==> src/hdl/ter_queue.sv <==
// ----------------------------------------------------------------------------
// ter_queue
// Small request queue between the front end and the back end.
// ----------------------------------------------------------------------------
module ter_queue #(
  parameter int WIDTH = 67,
  parameter int DEPTH = 2
) (
  input  logic             clk,
  input  logic             rst,
  input  logic             in_valid,
  output logic             in_ready,
  input  logic [WIDTH-1:0] in_data,
  output logic             out_valid,
  input  logic             out_ready,
  output logic [WIDTH-1:0] out_data
);
  localparam int AW = (DEPTH > 1) ? $clog2(DEPTH) : 1;

  logic [WIDTH-1:0] mem [DEPTH];
  logic [AW-1:0]    wr_ptr;
  logic [AW-1:0]    rd_ptr;
  logic [AW:0]      count;
  logic             push;
  logic             pop;

  assign in_ready  = (count != (AW+1)'(DEPTH));
  assign out_valid = (count != '0);
  assign out_data  = mem[rd_ptr];
  assign push      = in_valid && in_ready;
  assign pop       = out_valid && out_ready;

  always_ff @(posedge clk) begin
    if (push) begin
      mem[wr_ptr] <= in_data;
    end
  end

  always_ff @(posedge clk) begin
    if (rst) begin
      wr_ptr <= '0;
      rd_ptr <= '0;
      count  <= '0;
    end else begin
      if (push) begin
        wr_ptr <= (wr_ptr == AW'(DEPTH-1)) ? '0 : wr_ptr + 1'b1;
      end
      if (pop) begin
        rd_ptr <= (rd_ptr == AW'(DEPTH-1)) ? '0 : rd_ptr + 1'b1;
      end
      count <= count + (AW+1)'(push) - (AW+1)'(pop);
    end
  end

  assert property (@(posedge clk) disable iff (rst) count <= (AW+1)'(DEPTH))
    else $error("queue count overflow");
  assert property (@(posedge clk) disable iff (rst)
    (count == '0) |-> (wr_ptr == rd_ptr))
    else $error("empty queue with unequal pointers");
  assert property (@(posedge clk) disable iff (rst)
    (push && !pop) |=> (count == $past(count) + 1'b1))
    else $error("push not counted");
endmodule

==> config.mk <==
export PLATFORM = sky130hd
export DESIGN_NAME = ter_queue
export DESIGN_NICKNAME = d
export VERILOG_FILES = /design/src/hdl/ter_queue.sv
export SDC_FILE = /design/constraint.sdc
export NUM_CORES = 1
export LEC_CHECK = 0
export ABC_AREA = 1
export BUFFER_PORTS_ARGS = -buffer_cell sky130_fd_sc_hd__buf_4
export CORE_UTILIZATION = 52
export DETAILED_ROUTE_END_ITERATION = 8
export PLACE_DENSITY = 0.84
export RECOVER_POWER = 100
export SLEW_MARGIN = 0
export SYNTH_ARGS = -nofsm -noshare
export SYNTH_HDL_FRONTEND = slang
export SYNTH_SLANG_ARGS = --single-unit
export TNS_END_PERCENT = 1
==> constraint.sdc <==
create_clock -name clk -period 4.99 [get_ports clk]
set_clock_uncertainty 0.1 [all_clocks]
set_input_delay 0.7485 -clock clk [delete_from_list [all_inputs] [get_ports clk]]
set_output_delay 0.7485 -clock clk [all_outputs]
set_load 0.01 [all_outputs]
## After elaboration in Yosys (flattened, before gate mapping)

Memory sizes are Yosys's and may differ from the RTL's. A register that Yosys moved wholly into a read port is not among the register bits.
Index checks and enable logic that the tools add are counted.

| word-level totals | value |
|---|---|
| flip-flop bits (word level) | 4 |
| bits in writable memories | 134 |
| input bits | 71 |
| word-level logic and storage cells | 18 |
| memories | 1 |

Memories:

| name | depth | bits a word | read ports | clocked after Yosys merged registers in | write ports | line | RTL |
|---|---|---|---|---|---|---|---|
| mem | 2 | 67 | 1 | 1 | 1 | 20 | `logic [WIDTH-1:0] mem [DEPTH];` |

| operators by class | value |
|---|---|
| $add $sub $neg | 4 |
| equality and inequality tests | 1 |
| mux-type cells | 6 |
| reduce and logical (&&, ||, !) cells | 3 |

Operator list:

| kind | count |
|---|---|
| $mux 1 | 6 |
| $add 1x1->1 const B | 2 |
| $add 2x1->2 | 1 |
| $logic_and 1x1->1 | 2 |
| $ne 2x2->1 const B | 1 |
| $reduce_bool 2->1 | 1 |
| $sub 2x1->2 | 1 |

## Longest topological paths before layout

Gate-level depths: netlist of run 1.

| depth | value |
|---|---|
| depth in word-level cells | 4 |
| mapped depth | 11 |
| gate-level depth less buffers | 11 |

## Least setup slack after synthesis of run 1

Ideal clock, no wire load.

| timing path | value |
|---|---|
| path kind | input to register |
| start point | input port in_valid |
| end point | memory mem[1][0] (enable) |
| setup time | 494 ps |
| arrival time | 3708 ps |
| required time | 4396 ps |
| setup slack | 688 ps |
| cell stages on the path | 2 |
| path buffers | 0 |
| path through | nand2_1 -> nor2_1 |

| between the ends | value |
|---|---|
| cells in the longest elaborated chain, start to end | 3 |

Ends and longest elaborated chain:

| item | line | RTL |
|---|---|---|
| start, declared | 11 | `input logic in_valid,` |
| $logic_and 1x1->1 | 30 | `assign push = in_valid && in_ready;` |
| $mux 1 | 34 | `if (push) begin` |
| $mux 1 (implied by the code) | 35 | `mem[wr_ptr] <= in_data;` |
| end, declared | 20 |  |

No other way between the ends.

## Worst setup path after layout of run 1

| timing path | value |
|---|---|
| start point | register count[0] |
| end point | memory mem[0][9] (enable) |

| between the ends | value |
|---|---|
| cells in the longest elaborated chain, start to end | 4 |

Ends and longest elaborated chain:

| item | line | RTL |
|---|---|---|
| start, declared | 23 | `logic [AW:0] count;` |
| start signal, assigned | 51 | `count <= count + (AW+1)'(push) - (AW+1)'(pop);` |
| $ne 2x2->1 | 27 | `assign in_ready = (count != (AW+1)'(DEPTH));` |
| $logic_and 1x1->1 | 30 |  |
| $mux 1 | 34 |  |
| $mux 1 (implied by the code) | 35 |  |

No other way between the ends.

==> reports/results.tsv, run 1 <==
metric	value	unit
status	finished, violations left	
failing checks	capacitance limit, slew limit	
worst-path maximum fanout	41	
Rows	36	
EDFF count, synth	134	
largest net degree at the start of global routing	68	
GRT overflow	0	
Post-Syn Area	5182	sq um
MaxCap Viol Count	2	
switching part of the total power	25.26	%
placeable core area	9729	sq um
CP Capture Type	register	
GRT Total Usage	17.09	%
Fin. Hold Viols	0	
via count	2639	
CTS tree	done	
footprint of the multi-input gates	863.3	sq um
Routed Antenna Nets	0	
Seq pwr share	45.4	%
fill cell count	735	
CTS Buf Count	17	
initial antenna violation count	0	
via-per-instance ratio	4.860	
warning count from the yosys run	0	
Die Y	101.8	microns
IO Port Bufs	139	
syn_area_per_cell	21.24	sq um
post-cts hold buffer count	0	
Layout Nets	469	
post-layout min period	3.532	ns
Register Area	4125	sq um
Post-synth top cells	edfxtp_1 (134), mux2_2 (37), mux2_4 (30)	
die area	10370	sq um
Pint	2.614	mW
post-synth top area share	77.64	%
vias in the first global route	2537	
final setup violation count	0	
width of the die	101.8	microns
Final Cycle Share	70.79	%
setup ws final	1.458	ns
# H-tree levels	4	
HP Class	in2reg	
Clock power frac	35.2	%
top post-synthesis cells by area	edfxtp_1 (78%), mux2_4 (8.7%), mux2_2 (8.0%), dfxtp_1 (1.9%), nor2_1 (0.65%)	
DRC viols	0	
Comb pwr share	19.4	%
initial DRC count	102	
Most used DFF post-synth	edfxtp_1	
Worst Path Required	5.03	ns
actual slew at the worst max-slew pin	2.291	ns
postcts setup bufs	0	
Cell variety after synth	15	
layout cell share with drive strength beyond 1	34.39	%
unrepaired setup endpoints after global routing	false	
PwrDens	530.7	nW/um^2
#FFs+latches synth	139	
WL/cell	15.90	microns
sw power	0.8837	mW
Initial Util	53.27	%
Clock Path Buffers	2	
post-cts resize count	0	
Post-Synthesis Cells	244	
clk root buf	clkbuf_8	
clock transition at the registers of the reported paths	0.06	ns
Crit Path Class	reg2reg	
Max-slew headroom	-53.30	%
hold_ws	0.3076	ns
GP Congestion	0.7130	
most common cell in the synthesized netlist	edfxtp_1	
Sum Neg Setup Slack	0	ns
clk_lat worst skew	0.51	ns
Yosys top cell by area	edfxtp_1	
Synth-to-Final Area Change	27.18	%
n_diodes	0	
first-pass GRT wire length	12560	microns
clock sinks	139	
R2R setup slack	1.46	ns
Max IR drop VDD	0.3447	mV
WP data arrival	3.57	ns
fraction of registers with async set/reset	0	%
LEAKAGE	2.347	nW
num ports	140	
Max Clk Rate	0.2831	GHz
syn nets	316	
Routed WL	8636	microns
Final HPWL DP	5524	microns
register area share after synthesis	79.58	%
Place WS	2.174	ns
Worst setup SP type	register	
DR pass1 iterations	4	
max-slew violation count	96	
## cells in the final DEF (no fill, tap or decap)
master / instances
edfxtp_1: 134
clkbuf_1: 65
clkbuf_4: 39
buf_4: 36
mux2_2: 35
mux2_1: 31
clkbuf_16: 16
nor2_1: 9
inv_1: 8
nand2_1: 8
clkinvlp_4: 4
bufinv_16: 4
clkinv_1: 4
dfxtp_1: 4
clkinv_2: 3
a21oi_1: 2
mux2_4: 1
xnor2_1: 1
nor3_1: 1
nand3_1: 1
ha_1: 1
dfxtp_2: 1
clkbuf_8: 1
clkbuf_2: 1
## cell type report
class / count / share of cell area, %
multi-input combinational: 90 / 13.10
sequential: 139 / 62.59
tap: 133 / 2.525
clock inverter: 15 / 2.733
clock buffer: 17 / 6.283
inverter: 8 / 0.4556
timing repair buffer: 141 / 12.32
## critical path: stages (launching register included)
cell and delay [ns]:
dfxtp_1 0.35, inv_1 0.05, nand2_1 0.09, nand2_1 0.14, nor2_1 1.71, buf_4 0.71
## final timing paths
kind	startpoint	end	cells after the start
min reg2reg	rd_ptr$_SDFFE_PP0P_	rd_ptr$_SDFFE_PP0P_	2
max reg2reg	count[0]$_SDFF_PP0_	mem[0][9]$_DFFE_PP_	5
max	count[0]$_SDFF_PP0_	mem[0][9]$_DFFE_PP_	5
min	rst	count[0]$_SDFF_PP0_	2
## power by group through the flow
| stage | sequential [mW] | combinational [mW] | clock, mW |
|---|---|---|---|
| 2_1_floorplan | 1.55 | 0.539 | 0 |
| 3_3_place_gp | 1.62 | 0.827 | 0 |
| 3_5_place_dp | 1.63 | 0.838 | 0 |
| 4_1_cts | 1.60 | 0.842 | 1.26 |
| 5_1_grt | 1.61 | 0.735 | 1.31 |
| 6_report | 1.59 | 0.678 | 1.23 |
## cells by family (layout without fill, tap and decap cells)
group,count (synthesis),count (layout),share of synthesized area (%)
compound gates,2,2,0.1932
simple gates,19,19,1.424
xor+xnor,1,1,0.1690
fa+ha+maj,1,1,0.2414
flops,139,139,79.58
mux,67,67,16.73
buf+inv,15,181,1.666
## state kept, by name, summed over array words and instances (netlist names), named ones only
name	flops
mem	134
rd_ptr	1
count	2
wr_ptr	1
## per-stage QoR
stage / cells / cell area [sq um] / utilization (%) / total power [mW]
floorplan: 244 / 5182 / - / 2.092
global placement: 511 / 6370 / 65.47 / 2.443
detailed placement: 511 / 6370 / 65.47 / 2.466
CTS: 543 / 6964 / 71.58 / 3.705
global route: 543 / 6591 / 67.75 / 3.653
finish: 543 / 6591 / 67.75 / 3.498
## metal layers
metal / global-route usage, % / part of all wire, %
met4: 9.011 / 1.3
met3: 6.293 / 7.7
met2: 26.72 / 49
met1: 20.99 / 42
met5: 0 / 0
Power figures use the tool's default switching activity.
==> inputs of run 2 (changes only) <==
ABC_AREA = 0   (was 1)
CORE_UTILIZATION = 47   (was 52)
PLACE_DENSITY = 0.81   (was 0.84)
clock period = 3.2 ns   (was 4.99 ns; I/O delays follow)
==> run 2 against run 1 <==
Effect of this change: the run still ends with capacitance limit, slew limit left; maximum frequency grew 31%; flip-flop and latch count unchanged; non-clock buffer count unchanged; largest power group unchanged; hold slack got worse by 0.23 ns.
==> reports/results.tsv, run 2 <==
metric	value	unit	change
layout cell share with drive strength beyond 1	38.46	%	+4.1 points
GRT overflow	0		unchanged
Post-Syn Area	5092	sq um	-1.7%
post-synthesis mux area share	15.04	%	-1.7 points
Comb pwr share	16.1	%	-3.3 points
failing checks	capacitance limit, slew limit		
Initial Util	48.89	%	-4.4 points
via count	2621		-0.68%
post-layout min period	2.701	ns	-0.8314 ns
Final Cycle Share	84.41	%	+14 points
Most flops, register	mem		
CTS Buf Count	17		unchanged
post-cts hold buffer count	0		unchanged
Max Clk Rate	0.3702	GHz	+31%
Synth Area in XOR/XNOR	0.1720	%	+0.0030 points
GP Congestion	0.6882		-3.5%
initial DRC count	82		-20%
R2R cell count	4		-1
GRT Total Usage	16.13	%	-0.96 points
met3 Use GR	5.518	%	-0.77 points
busiest grt layer	met2		
LEAKAGE	2.252	nW	-4.1%
largest net degree at the start of global routing	68		unchanged
actual slew at the worst max-slew pin	1.579	ns	-0.7121 ns
syn nets	309		-2.2%
EDFF count, synth	134		unchanged
largest family of logic cells by synthesized area	multiplexers		
fraction of registers with async set/reset	0	%	unchanged
status	finished, violations left		
width of the die	106.1	microns	+4.2%
WL/cell	15.78	microns	-0.77%
Setup crit start	count[0]$_SDFF_PP0_		
Fin. Hold Viols	0		unchanged
num ports	140		unchanged
unrepaired setup endpoints after global routing	false		
sw power	1.225	mW	+39%
clk root buf	clkbuf_8		
Synth-to-Final Area Change	27.81	%	
Routed WL	8506	microns	-1.5%
first-pass GRT wire length	13410	microns	+6.7%
MaxCap Viol Count	1		-1
die area	11260	sq um	+8.5%
placeable core area	10420	sq um	+7.1%
final setup violation count	0		unchanged
Worst Path Required	3.24	ns	-1.79 ns
CTS tree	done		
HP Class	in2reg		
WP data arrival	2.74	ns	-0.83 ns
most common cell after layout, fill and taps aside	edfxtp_1		
postcts setup bufs	0		unchanged
post-synth top area share	79.02	%	+1.4 points
via-per-instance ratio	4.863		about the same
DRC viols	0		unchanged
worst-path maximum fanout	25		-39%
Layout Nets	462		-1.5%
Yosys top cell by area	edfxtp_1		
Compound-Gate Fraction of Synth Area	1.007	%	+0.81 points
Pint	3.710	mW	+42%
met1 GRT Util	18.54	%	-2.5 points
Clock power frac	36.0	%	+0.8 points
GR met2 Demand/Resource	27.22	%	+0.50 points
top flop regs	mem: 134 flops, count: 2 flops		
post-cts resize count	0		unchanged
Crit Path Class	reg2reg		
Most used DFF post-synth	edfxtp_1		
Post-synth top cells	edfxtp_1 (134), mux2_2 (67), dfxtp_1 (5), nor2_1 (5)		
Max IR drop VDD	0.5694	mV	+65%
Final HPWL DP	5311	microns	-3.9%
Largest register FFs	134		unchanged
CP Capture Type	register		
clock transition at the registers of the reported paths	0.06	ns	about the same
#FFs+latches synth	139		unchanged
Rows	37		+2.8%
simple-gate portion of the synthesized area	1.376	%	-0.049 points
initial antenna violation count	0		unchanged
n_diodes	0		unchanged
DR pass1 iterations	4		unchanged
Cell variety after synth	24		+9
FF-to-FF Start	count[0]$_SDFF_PP0_		
Sum Neg Setup Slack	0	ns	unchanged
Die Y	106.1	microns	+4.2%
syn_area_per_cell	21.49	sq um	+1.2%
Seq pwr share	47.9	%	+2.5 points
# H-tree levels	4		unchanged
Routed Antenna Nets	0		unchanged
commonest cells after routing, fill and taps aside	edfxtp_1 (134), clkbuf_1 (83), mux2_2 (64)		
Pwr Total	4.935	mW	+41%
clk_lat worst skew	0.51	ns	about the same
clock sinks	139		unchanged
Clock Path Buffers	2		unchanged
Worst setup SP type	register		
PwrDens	758.2	nW/um^2	+43%
Post-Synth Adder-Cell Area	0.2457	%	+0.0043 points
IO Port Bufs	139		unchanged
FF-to-FF End	mem[0][47]$_DFFE_PP_		
R2R setup slack	0.50	ns	-0.96 ns
Max-slew headroom	-5.266	%	+48 points
most common cell in the synthesized netlist	edfxtp_1		
vias in the first global route	2813		+11%
warning count from the yosys run	0		unchanged
Post-Synthesis Cells	237		-2.9%
register area share after synthesis	80.98	%	+1.4 points
max-slew violation count	68		-29%
top post-synthesis cells by area	edfxtp_1 (79%), mux2_2 (15%), dfxtp_1 (2.0%), buf_6 (0.66%), nor2_1 (0.37%)		
Worst Setup EP	mem[0][47]$_DFFE_PP_		
switching part of the total power	24.81	%	-0.45 points
==> run 2: cell count changes after synthesis, moves of 2 or more <==
| cell | change |
|---|---|
| mux2_2 | +30 |
| inv_1 | -7 |
| mux2_4 | -30 |
| nor2_1 | -4 |
| nor2b_1 | +2 |
| o21ai_0 | +2 |
| nand2_1 | -8 |
==> run 2: cell type report <==
class | instances | area (sq um)
multi-input combinational | 90 | 909.6
inverter | 1 | 3.754
timing repair buffer | 141 | 749.5
fill | 807 | 3908
tap | 136 | 170.2
clock inverter | 13 | 126.4
sequential | 139 | 4128
clock buffer | 19 | 421.7
==> run 2: worst min path at each step <==
stage                         from                   end  cells past startpoint
2_1_floorplan  rd_ptr$_SDFFE_PP0P_              register                      2
3_3_place_gp   rd_ptr$_SDFFE_PP0P_   rd_ptr$_SDFFE_PP0P_                      2
3_5_place_dp   rd_ptr$_SDFFE_PP0P_              register                      2
4_1_cts                in_data[19]  mem[1][19]$_DFFE_PP_                      1
5_1_grt                in_data[19]  mem[0][19]$_DFFE_PP_                      1
6_report               in_data[19]  mem[1][19]$_DFFE_PP_                      1
==> run 2: power groups by stage <==
| stage | registers, mW | logic (mW) | clock network [mW] |
|---|---|---|---|
| CTS | 2.37 | 1.00 | 1.82 |
| global route | 2.39 | 0.866 | 1.89 |
| floorplan | 2.30 | 0.616 | 0 |
| detailed placement | 2.40 | 0.992 | 0 |
| global placement | 2.39 | 0.982 | 0 |
| finish | 2.36 | 0.794 | 1.78 |
==> run 2: stage by stage <==
| stage | setup WS, ns | util, % | cell area (sq um) | hold WS, ns | instances |
|---|---|---|---|---|---|
| after detailed placement | 1.051 | 60.23 | 6274 | 0.3916 | 507 |
| after floorplan | 0.3891 | - | 5092 | 0.3725 | 237 |
| after global placement | 1.057 | 60.23 | 6274 | 0.3846 | 507 |
| final | 0.4990 | 62.49 | 6509 | 0.07532 | 539 |
| after global routing | 0.2270 | 62.49 | 6509 | 0.05174 | 539 |
| after CTS | 0.5127 | 65.49 | 6822 | 0.02870 | 539 |
==> run 2: worst max-delay path, stage by stage (launching register included) <==
cell and delay, ns:
dfxtp_1 0.46, nand2b_1 0.21, nand3b_1 0.13, inv_1 0.75, clkbuf_2 0.66
==> run 2: logic make-up (layout without fill, tap and decap cells) <==
group                    count (synthesis)  in the layout
flip-flops                             139            139
multiplexers                            68             68
adder cells (fa/ha/maj)                  1              1
buffers and inverters                    8            174
AO/OA/AOI/OAI                            7              7
XOR/XNOR                                 1              1
AND/OR/NAND/NOR                         13             13
==> run 2: metal layers <==
layer	wire [microns]	vias up
met1	3449	1256
met2	4451	100
met3	483	12
met5	0	-
li1	-	1253
met4	121	0
