<file path="src/hdl/ter_pkg.sv">
// ----------------------------------------------------------------------------
// ter_pkg
// Shared types and constants of the triangle edge rasteriser.
// ----------------------------------------------------------------------------
package ter_pkg;

  typedef enum logic [1:0] {
    KIND_ACCEPT = 2'd0,
    KIND_CULL   = 2'd1,
    KIND_PIXEL  = 2'd2,
    KIND_IDLE   = 2'd3
  } kind_t;

  localparam logic CMD_LOAD = 1'b0;
  localparam logic CMD_STEP = 1'b1;

  localparam logic [1:0] REG_COLOR_A = 2'd0;
  localparam logic [1:0] REG_COLOR_B = 2'd1;
  localparam logic [1:0] REG_COLOR_C = 2'd2;

  // result of one request as it leaves the back end
  typedef struct packed {
    kind_t       kind;
    logic [10:0] pixel_x;
    logic [10:0] pixel_y;
    logic        covered;
    logic [7:0]  red;
    logic [7:0]  green;
    logic [7:0]  blue;
    logic        last;
  } result_t;

  typedef enum logic [2:0] {
    ST_IDLE,
    ST_SETUP,
    ST_MUL,
    ST_DIV,
    ST_OUT
  } back_state_t;

endpackage

</file>
<file path="src/hdl/ter_front.sv">
// ----------------------------------------------------------------------------
// ter_front
// Accepts requests, masks coordinates and classifies each as load or step.
// ----------------------------------------------------------------------------
module ter_front #(
  parameter int COORD_BITS = 11
) (
  input  logic        s_valid,
  output logic        s_ready,
  input  logic [66:0] s_data,
  output logic        q_valid,
  input  logic        q_ready,
  output logic [66:0] q_data
);
  localparam logic [10:0] CMASK = 11'((1 << COORD_BITS) - 1);

  logic [10:0] crd [6];
  logic        is_step;

  always_comb begin
    for (int i = 0; i < 6; i++) begin
      crd[i] = s_data[1 + 11*i +: 11] & CMASK;
    end
    is_step = (s_data[0] == ter_pkg::CMD_STEP);
  end

  // a step carries no coordinates onward
  assign q_data  = is_step ? {66'd0, ter_pkg::CMD_STEP}
                           : {crd[5], crd[4], crd[3], crd[2], crd[1], crd[0],
                              ter_pkg::CMD_LOAD};
  assign q_valid = s_valid;
  assign s_ready = q_ready;
endmodule

</file>
<file path="config.mk">
export PLATFORM = sky130hd
export DESIGN_NAME = ter_front
export DESIGN_NICKNAME = d
export VERILOG_FILES = /design/src/hdl/ter_pkg.sv /design/src/hdl/ter_front.sv
export SDC_FILE = /design/constraint.sdc
export NUM_CORES = 1
export LEC_CHECK = 0
export BUFFER_PORTS_ARGS = -buffer_cell sky130_fd_sc_hd__buf_2
export CORE_AREA = 2 2 54 56
export DETAILED_ROUTE_END_ITERATION = 6
export DIE_AREA = 0 0 56 58
export PLACE_DENSITY = 0.76
export SLEW_MARGIN = 40
export SYNTH_ARGS = -nofsm -noshare
export SYNTH_HDL_FRONTEND = slang
export SYNTH_SLANG_ARGS = --single-unit
</file>
<file path="constraint.sdc">
create_clock -name vclk -period 0.8
set_clock_uncertainty 0.2 [all_clocks]
set_input_delay 0.04 -clock vclk [all_inputs]
set_output_delay 0.04 -clock vclk [all_outputs]
set_load 0.005 [all_outputs]
</file>
After elaboration in Yosys (flattened, before gate mapping)
Index checks and enable logic that the tools add are counted.

storage, ports and cells
  flip-flop bits (word level) = 0
  input bits = 69
  output and inout bits = 69
  logic and storage cells = 1

operators by class
  mux-type cells = 1

operators with widths
  operator           number
  2-to-1 mux 67 bit  1

Longest topological paths before layout
Gate-level depths: netlist (run 1).

  depth in word-level cells = 1
  depth in mapped cells = 3
  mapped depth without buffers = 1

Worst setup path after synthesis (run 1)
No wires, ideal clock.

  path kind = input port to output port
  start point = input s_data[0]
  end point = output q_data[24]
  arrival = 0.448 ns
  required time = 0.560 ns
  path slack = 0.112 ns
  cell stages on the path = 3
  buffers on the path = 2
  cell sequence = buf_4 buf_6 nor2b_1

between the ends
  cells in the longest elaborated chain, start to end = 1

RTL lines
  element            line             source
  start, declared    ter_front.sv:10  input logic [66:0] s_data,
  2-to-1 mux 67 bit  ter_front.sv:28  assign q_data = is_step ? {66'd0, ter_pkg::CMD_STEP}
  end, declared      ter_front.sv:13  output logic [66:0] q_data

Every way passes these cells.

Worst setup path in the final report (run 1)
  start point = input s_data[0]
  end point = output q_data[60]

The elaborated chain is that of the path after synthesis.

==> metrics.cfg, run 1 <==
[pwr]
clockPowerShare=0
power_frac_comb=1.000
seq_power_share=0
swShare=0.3550
p_sw_mw=0.2158
p_int_mw=0.3921
p_leak_nw=0.8141
max-vdd-ir-drop_mv=0.2526
power_density_nw_per_um2=464.5

[placement]
portBuffers=134
routabilityCongestion=0.7126
dp_slack_ps=-51.18

[timing]
rsz0062_at_grt=true
setup_viol=0
worst_slew_pin_slew_ps=97.92
relSlewSlack=0.9346
period_minus_slack_ps=797.5
drv_slew=0
holdWs_ps=-120.0
setup_slack_ps=2.487
fin_crit_sh=0.9969
fmax_mhz=1254
hold_viol=2

[die]
start_util=0.1870
dieWidth_um=56
die_h_um=58
ios=138
dieArea_um2=3248
core-area_um2=2663
num_rows=19

[cells_and_area]
nFlopsAndLatches=0
nets=276
drive_gt1_frac=0.7220
nClkBuffers=0
areaGrowthSynthToFinish_pct=162.8
n_antenna_cell=0
seq_area_um2=0
post-route-util=0.4915
mostFrequentLayoutCells=buf_2 (132), nor2b_1 (57), nor2b_2 (6), nor2b_4 (3), buf_16 (3)
final_common_cell=buf_2

[worst_setup_path]
worst-endpoint-arrival_ps=560
start_kind=primary input
crit_fanout=14
cp_num_buf_inv=3
critical-path-slowest-cell=clkbuf_16
crit_family=buffers and inverters
critical_path.max_stage_delay_ps=170
critPathCaptureType=output pin
path_class=in -> out
required_ps=560
crit_chain=buf_12 -> clkbuf_16 -> nor2b_1 -> buf_2

[hold_path]
hold_class=in -> out

[routing]
drt-initial-drc-count=22
drt_pass1_iterations=2
avgRoutedWirePerCell_um=9.911
ant_nets=0
viasPerCell=3.970
vias=937
wl_mm=2.339
route.detailed.drc=0

[grt]
grt.overflow.total=0
grt_pass1_vias=753
grt_max_degree=30
grt_pass1_wl_mm=3.236
antenna_found_initial=0
grtUsageTotal=0.1172

[yosys]
synth_cell_types=4
synth_top_area_frac=0.8291
ys_seq_area_frac=0
synth_nets=145
synth_cells=76
synthesis.area_um2=498.0
synth.avg_cell_area_um2=6.552
yosys_warnings=0
ys_top_cells_by_area=nor2b_1 (83%), buf_6 (9.0%), buf_4 (6.0%)
yosys.area.top_type=nor2b_1

[status]
run_status=finished, violations left
violations=negative hold slack

[clock_network]
post_cts_buffers=0

[run]
drv_cap=0

-- synth_stat cells --
cell type	count
nor2b_1	66
buf_4	4
buf_6	4
buf_2	2
-- worst paths after layout --
| path | from | depth (start not counted) | end | slack, ps |
|---|---|---|---|---|
| worst min-delay path | q_ready | 0 | s_ready | -120 |
| worst max-delay path | s_data[0] | 4 | q_data[60] | 2 |
-- layer usage --
layer | up-vias | GRT usage | wire, um
met5 | - | 0 | 0
met4 | 0 | 0.006803 | 8
met3 | 2 | 0.01786 | 250
met2 | 60 | 0.2521 | 1308
met1 | 397 | 0.1226 | 772
li1 | 478 | - | -
-- stage by stage --
| step | std cells | cell area [um^2] | TNS [ps] | total power, mW |
|---|---|---|---|---|
| after CTS | 235 | 1232 | -0.2591 | 0.5733 |
| after global routing | 236 | 1309 | -513.9 | 0.6695 |
| after floorplan | 76 | 498.0 | 0 | 0.2281 |
| after detailed placement | 233 | 1162 | -521.8 | 0.5248 |
| final | 236 | 1309 | 0 | 0.6080 |
| after global placement | 233 | 1162 | -79.99 | 0.5165 |
-- area by class of cell --
class                           count  area [um^2]
Fill cell                         281         1354
Multi-Input combinational cell     66        450.4
Tap cell                           31        38.79
Timing Repair Buffer              139        819.5
-- cell families after synthesis --
group / after synthesis / share of synthesized area
buf+inv: 10 / 0.1709
simple gates: 66 / 0.8292
-- timing repair --
| item | CTS | global route |
|---|---|---|
| endpoints found under the hold margin | 2 | 2 |
| resized for setup | 6 | 12 |
| endpoints found under the setup margin | 41 | 35 |
| gates cloned | 2 | 1 |
-- power by group through the flow --
stage / Sequential (mW) / Combinational [mW] / Clock [mW]
after detailed placement: 0 / 0.525 / 0
after global routing: 0 / 0.670 / 0
after CTS: 0 / 0.573 / 0
after global placement: 0 / 0.516 / 0
final: 0 / 0.608 / 0
after floorplan: 0 / 0.228 / 0
Note: power is estimated with default switching activity, not from simulation.
==> inputs of run 2 (changes only) <==
--- a/config.mk
+++ b/config.mk
@@ -6,10 +6,10 @@
 export NUM_CORES = 1
 export LEC_CHECK = 0
 export BUFFER_PORTS_ARGS = -buffer_cell sky130_fd_sc_hd__buf_2
-export CORE_AREA = 2 2 54 56
+export CORE_AREA = 2 2 53 55
 export DETAILED_ROUTE_END_ITERATION = 6
-export DIE_AREA = 0 0 56 58
-export PLACE_DENSITY = 0.76
+export DIE_AREA = 0 0 55 57
+export PLACE_DENSITY = 0.79
 export SLEW_MARGIN = 40
 export SYNTH_ARGS = -nofsm -noshare
 export SYNTH_HDL_FRONTEND = slang
==> constraint.sdc (replaced) <==
create_clock -name vclk -period 0.92
set_clock_uncertainty 0.2 [all_clocks]
set_input_delay 0.046 -clock vclk [all_inputs]
set_output_delay 0.046 -clock vclk [all_outputs]
set_load 0.005 [all_outputs]
==> metrics.cfg, run 2 (synthesis gave the netlist of run 1 again) <==
[worst_setup_path]
worst-endpoint-arrival_ps=610  ; was 560 ps
path_class=in -> out  ; unchanged
critPathCaptureType=output pin  ; unchanged
start_kind=primary input  ; unchanged
crit_fanout=40  ; was 14
required_ps=670  ; was 560 ps

[timing]
rsz0062_at_grt=false  ; was true
relSlewSlack=0.8987  ; was 0.9346
setup_viol=0  ; unchanged
hold_viol=0  ; was 2
tns_ps=0  ; unchanged
period_minus_slack_ps=857.1
holdWs_ps=169.0  ; was -120.0 ps
worst_slew_pin_slew_ps=151.9  ; was 97.92 ps
fmax_mhz=1167
drv_slew=0  ; unchanged
fin_crit_sh=0.9317

[die]
ios=138  ; unchanged
start_util=0.1904  ; was 0.1870
die_h_um=57  ; was 58 um
dieArea_um2=3135  ; was 3248 um^2
dieWidth_um=55  ; was 56 um
core-area_um2=2615  ; was 2663 um^2
num_rows=19  ; unchanged

[pwr]
max-vdd-ir-drop_mv=0.2273  ; was 0.2526 mV
power_mw=0.4583  ; was 0.6080 mW
power_density_nw_per_um2=387.6  ; was 464.5 nW/um^2
p_leak_nw=0.7532  ; was 0.8141 nW

[status]
run_status=complete, no violations  ; was finished, violations left

[cells_and_area]
nFillCells=309  ; was 281
nets=275  ; was 276
mostFrequentLayoutCells=buf_2 (134), nor2b_1 (66), dlygate4sd3_1 (2), buf_12 (2)  ; was buf_2 (132), nor2b_1 (57), nor2b_2 (6), nor2b_4 (3), buf_16 (3)
multi_input_area_um2=412.9  ; was 450.4 um^2
nFlopsAndLatches=0  ; unchanged
final_common_cell=buf_2  ; unchanged
seq_area_um2=0  ; unchanged
nClkBuffers=0  ; unchanged
post-route-util=0.4522  ; was 0.4915
n_antenna_cell=0  ; unchanged
drive_gt1_frac=0.6667  ; was 0.7220
areaGrowthSynthToFinish_pct=137.4  ; was 162.8%

[grt]
grt_pass1_wl_mm=2.801  ; was 3.236 mm
grt_max_degree=41  ; was 30
grt.overflow.total=0  ; unchanged
grtUsageTotal=0.1132  ; was 0.1172
grt_pass1_vias=692  ; was 753
antenna_found_initial=0  ; unchanged

[routing]
viasPerCell=3.809  ; was 3.970
vias=895  ; was 937
wl_mm=2.208  ; was 2.339 mm
drt-initial-drc-count=5  ; was 22
route.detailed.drc=0  ; unchanged
drt_pass1_iterations=4  ; was 2
ant_nets=0  ; unchanged
avgRoutedWirePerCell_um=9.396  ; was 9.911 um

[placement]
hpwlAfterDp_mm=1.954
portBuffers=134  ; unchanged
routabilityCongestion=0.6828  ; was 0.7126

[hold_path]
hold_class=in -> out  ; unchanged
timing.hold.worst_path_depth=3  ; was 0

[clock_network]
post_cts_buffers=0  ; unchanged
cts-resized-gates=0  ; was 6
holdBufCountCts=2

[run]
drv_cap=0  ; unchanged

==> run 2: cell types whose count changed in the layout (fill, tap and decap cells not counted) <==
cell	change
clkbuf_16	-1
nor2b_4	-3
buf_16	-3
buf_2	+2
nor2b_1	+9
buf_6	-1
dlygate4sd3_1	+2
nor2b_2	-6
==> run 2: worst max-delay path, stage by stage <==
cell and delay [ps]:
buf_2 130, buf_12 170, nor2b_1 130, buf_2 130
==> run 2: final timing paths <==
kind	startpoint	end	slack, ps
worst min-delay path	s_data[16]	q_data[16]	170
worst max-delay path	s_data[0]	q_data[66]	60
==> run 2: metrics by stage <==
stage	setup WS, ps	cell area [um^2]	instances
floorplan	220.3	498.0	76
finish	62.85	1182	235
detailed placement	55.84	1162	233
global placement	68.33	1162	233
CTS	55.72	1182	235
global route	10.82	1182	235
==> run 2: per-layer routing <==
| layer | vias up | wire, um | global-route usage |
|---|---|---|---|
| met1 | 356 | 669 | 0.1106 |
| met5 | - | 0 | 0 |
| li1 | 474 | - | - |
| met2 | 65 | 1254 | 0.2534 |
| met3 | 0 | 284 | 0.002618 |
| met4 | 0 | 0 | 0 |
==> run 2: cell type report <==
type                            count  area share
Tap cell                           31     0.03280
Timing Repair Buffer              138      0.6180
Multi-Input combinational cell     66      0.3492
==> run 2: report_power, final <==
| group | leakage (nW) | total (mW) | switching, mW | internal [mW] |
|---|---|---|---|---|
| Combinational | 0.753 | 0.458 | 0.169 | 0.289 |
| Sequential | 0 | 0 | 0 | 0 |
| Clock | 0 | 0 | 0 | 0 |
==> inputs of run 3 (changes only) <==
--- a/config.mk
+++ b/config.mk
@@ -10,6 +10,7 @@
 export DETAILED_ROUTE_END_ITERATION = 6
 export DIE_AREA = 0 0 55 57
 export PLACE_DENSITY = 0.79
+export SETUP_SLACK_MARGIN = 0.3
 export SLEW_MARGIN = 40
 export SYNTH_ARGS = -nofsm -noshare
 export SYNTH_HDL_FRONTEND = slang
==> metrics.cfg, run 3 (synthesis gave the netlist of run 1 again) <==
[status]
run_status=finished, violations left  ; was complete, no violations
violations=negative hold slack

[grt]
grt-busiest-layer=met2  ; unchanged
grt_max_degree=16  ; was 41
grt_pass1_wl_mm=3.774  ; was 2.801 mm
use_met1=0.2019  ; was 0.1106
grtUsageTotal=0.1550  ; was 0.1132
met2_usage=0.2755  ; was 0.2534
antenna_found_initial=0  ; unchanged
grt.overflow.total=0  ; unchanged
grt_pass1_vias=832  ; was 692
met3_usage=0.02880  ; was 0.002618

[timing]
setup_viol=0  ; unchanged
setup_slack_ps=94.46  ; was 62.85 ps
hold_viol=2  ; was 0
rsz0062_at_grt=true  ; was false
relSlewSlack=0.9358  ; was 0.8987
tns_ps=0  ; unchanged
drv_slew=0  ; unchanged
worst_slew_pin_slew_ps=96.07  ; was 151.9 ps
fin_crit_sh=0.8973  ; was 0.9317
fmax_mhz=1211  ; was 1167 MHz
holdWs_ps=-108.0  ; was 169.0 ps
period_minus_slack_ps=825.5  ; was 857.1 ps

[routing]
ant_nets=0  ; unchanged
drt_pass1_iterations=4  ; unchanged
wl_mm=3.360  ; was 2.208 mm
avgRoutedWirePerCell_um=13.83  ; was 9.396 um
route.detailed.drc=0  ; unchanged
vias=1046  ; was 895
viasPerCell=4.305  ; was 3.809
drt-initial-drc-count=18  ; was 5

[cells_and_area]
mostFrequentLayoutCells=buf_2 (128), nor2b_4 (25), nor2b_2 (22), nor2b_1 (19), buf_16 (6)  ; was buf_2 (134), nor2b_1 (66), dlygate4sd3_1 (2), buf_12 (2)
areaGrowthSynthToFinish_pct=245.7  ; was 137.4%
stdcell_area_um2=1722  ; was 1182 um^2
post-route-util=0.6584  ; was 0.4522
drive_gt1_frac=0.9104  ; was 0.6667
nFlopsAndLatches=0  ; unchanged
nets=283  ; was 275
n_antenna_cell=0  ; unchanged
nClkBuffers=0  ; unchanged
seq_area_um2=0  ; unchanged
final_common_cell=buf_2  ; unchanged
multi_input_area_um2=655.6  ; was 412.9 um^2
nFillCells=227  ; was 309

[pwr]
p_leak_nw=1.036  ; was 0.7532 nW
power_mw=0.7503  ; was 0.4583 mW
max-vdd-ir-drop_mv=0.2657  ; was 0.2273 mV
power_density_nw_per_um2=435.8  ; was 387.6 nW/um^2

[die]
start_util=0.1904  ; unchanged
core-area_um2=2615  ; unchanged
ios=138  ; unchanged
die_h_um=57  ; unchanged
num_rows=19  ; unchanged
dieWidth_um=55  ; unchanged
dieArea_um2=3135  ; unchanged

[placement]
portBuffers=134  ; unchanged
dp_slack_ps=36.48  ; was 55.84 ps
hpwlAfterDp_mm=2.239  ; was 1.954 mm
routabilityCongestion=0.7364  ; was 0.6828
placedInstanceArea_um2=1267  ; was 1162 um^2

[hold_path]
timing.hold.worst_path_depth=0  ; was 3
min_to=s_ready  ; was q_data[16]
hold_class=in -> out  ; unchanged
hp-start=q_ready  ; was s_data[16]

[clock_network]
post_cts_buffers=0  ; unchanged

[worst_setup_path]
required_ps=670  ; about the same
crit_fanout=7  ; was 40
worst-endpoint-arrival_ps=580  ; was 610 ps
start_kind=primary input  ; unchanged
critPathCaptureType=output pin  ; unchanged
path_class=in -> out  ; unchanged
crit_start=s_data[0]  ; unchanged

[run]
drv_cap=0  ; unchanged

run 3: changes by cell type in the layout (fill, tap and decap cells not counted):
cell,before,now
clkbuf_16,0,5
nor2b_1,66,19
buf_16,0,6
nor2b_4,0,25
buf_2,134,128
nor2b_2,0,22
buf_6,0,5
dlygate4sd3_1,2,0
run 3: how the worst max path moves through the flow:
stage,endpoint,slack (ps),depth (start not counted)
global route,q_data[44],70,4
finish,q_data[44],90,4
detailed placement,q_data[66],40,4
CTS,q_data[29],110,4
global placement,q_data[66],30,4
floorplan,q_data[34],260,3
run 3: power breakdown:
group / leakage [nW] / switching [mW] / internal [mW]
clock network: 0 / 0 / 0
registers: 0 / 0 / 0
logic: 1.04 / 0.263 / 0.488
run 3: per-stage QoR:
stage / std cells / hold slack, ps
2_1_floorplan: 76 / -27.18
3_3_place_gp: 233 / -107.9
3_5_place_dp: 233 / -107.9
4_1_cts: 238 / -107.9
5_1_grt: 243 / -108.0
6_report: 243 / -108.0
run 3: cell type report:
type,instances,area share
multi-input cells,66,0.3808
well taps,31,0.02253
repair buffers,146,0.5967
run 3: per-layer routing:
layer	routed length (um)	vias to the layer above	share of wire
li1	-	495	-
met1	1268	465	0.38
met2	1642	82	0.49
met3	419	4	0.12
met4	29	0	0.0086
met5	0	-	0
run 3: repair_timing:
action	4_1_cts	5_1_grt
endpoints found under the setup margin	67	67
gates cloned	5	5
hold endpoints to repair	2	2
gates resized for setup	14	28
run 3: critical path: stages:
cell,delay (ps)
buf_16,130
clkbuf_16,180
nor2b_4,100
buf_2,120
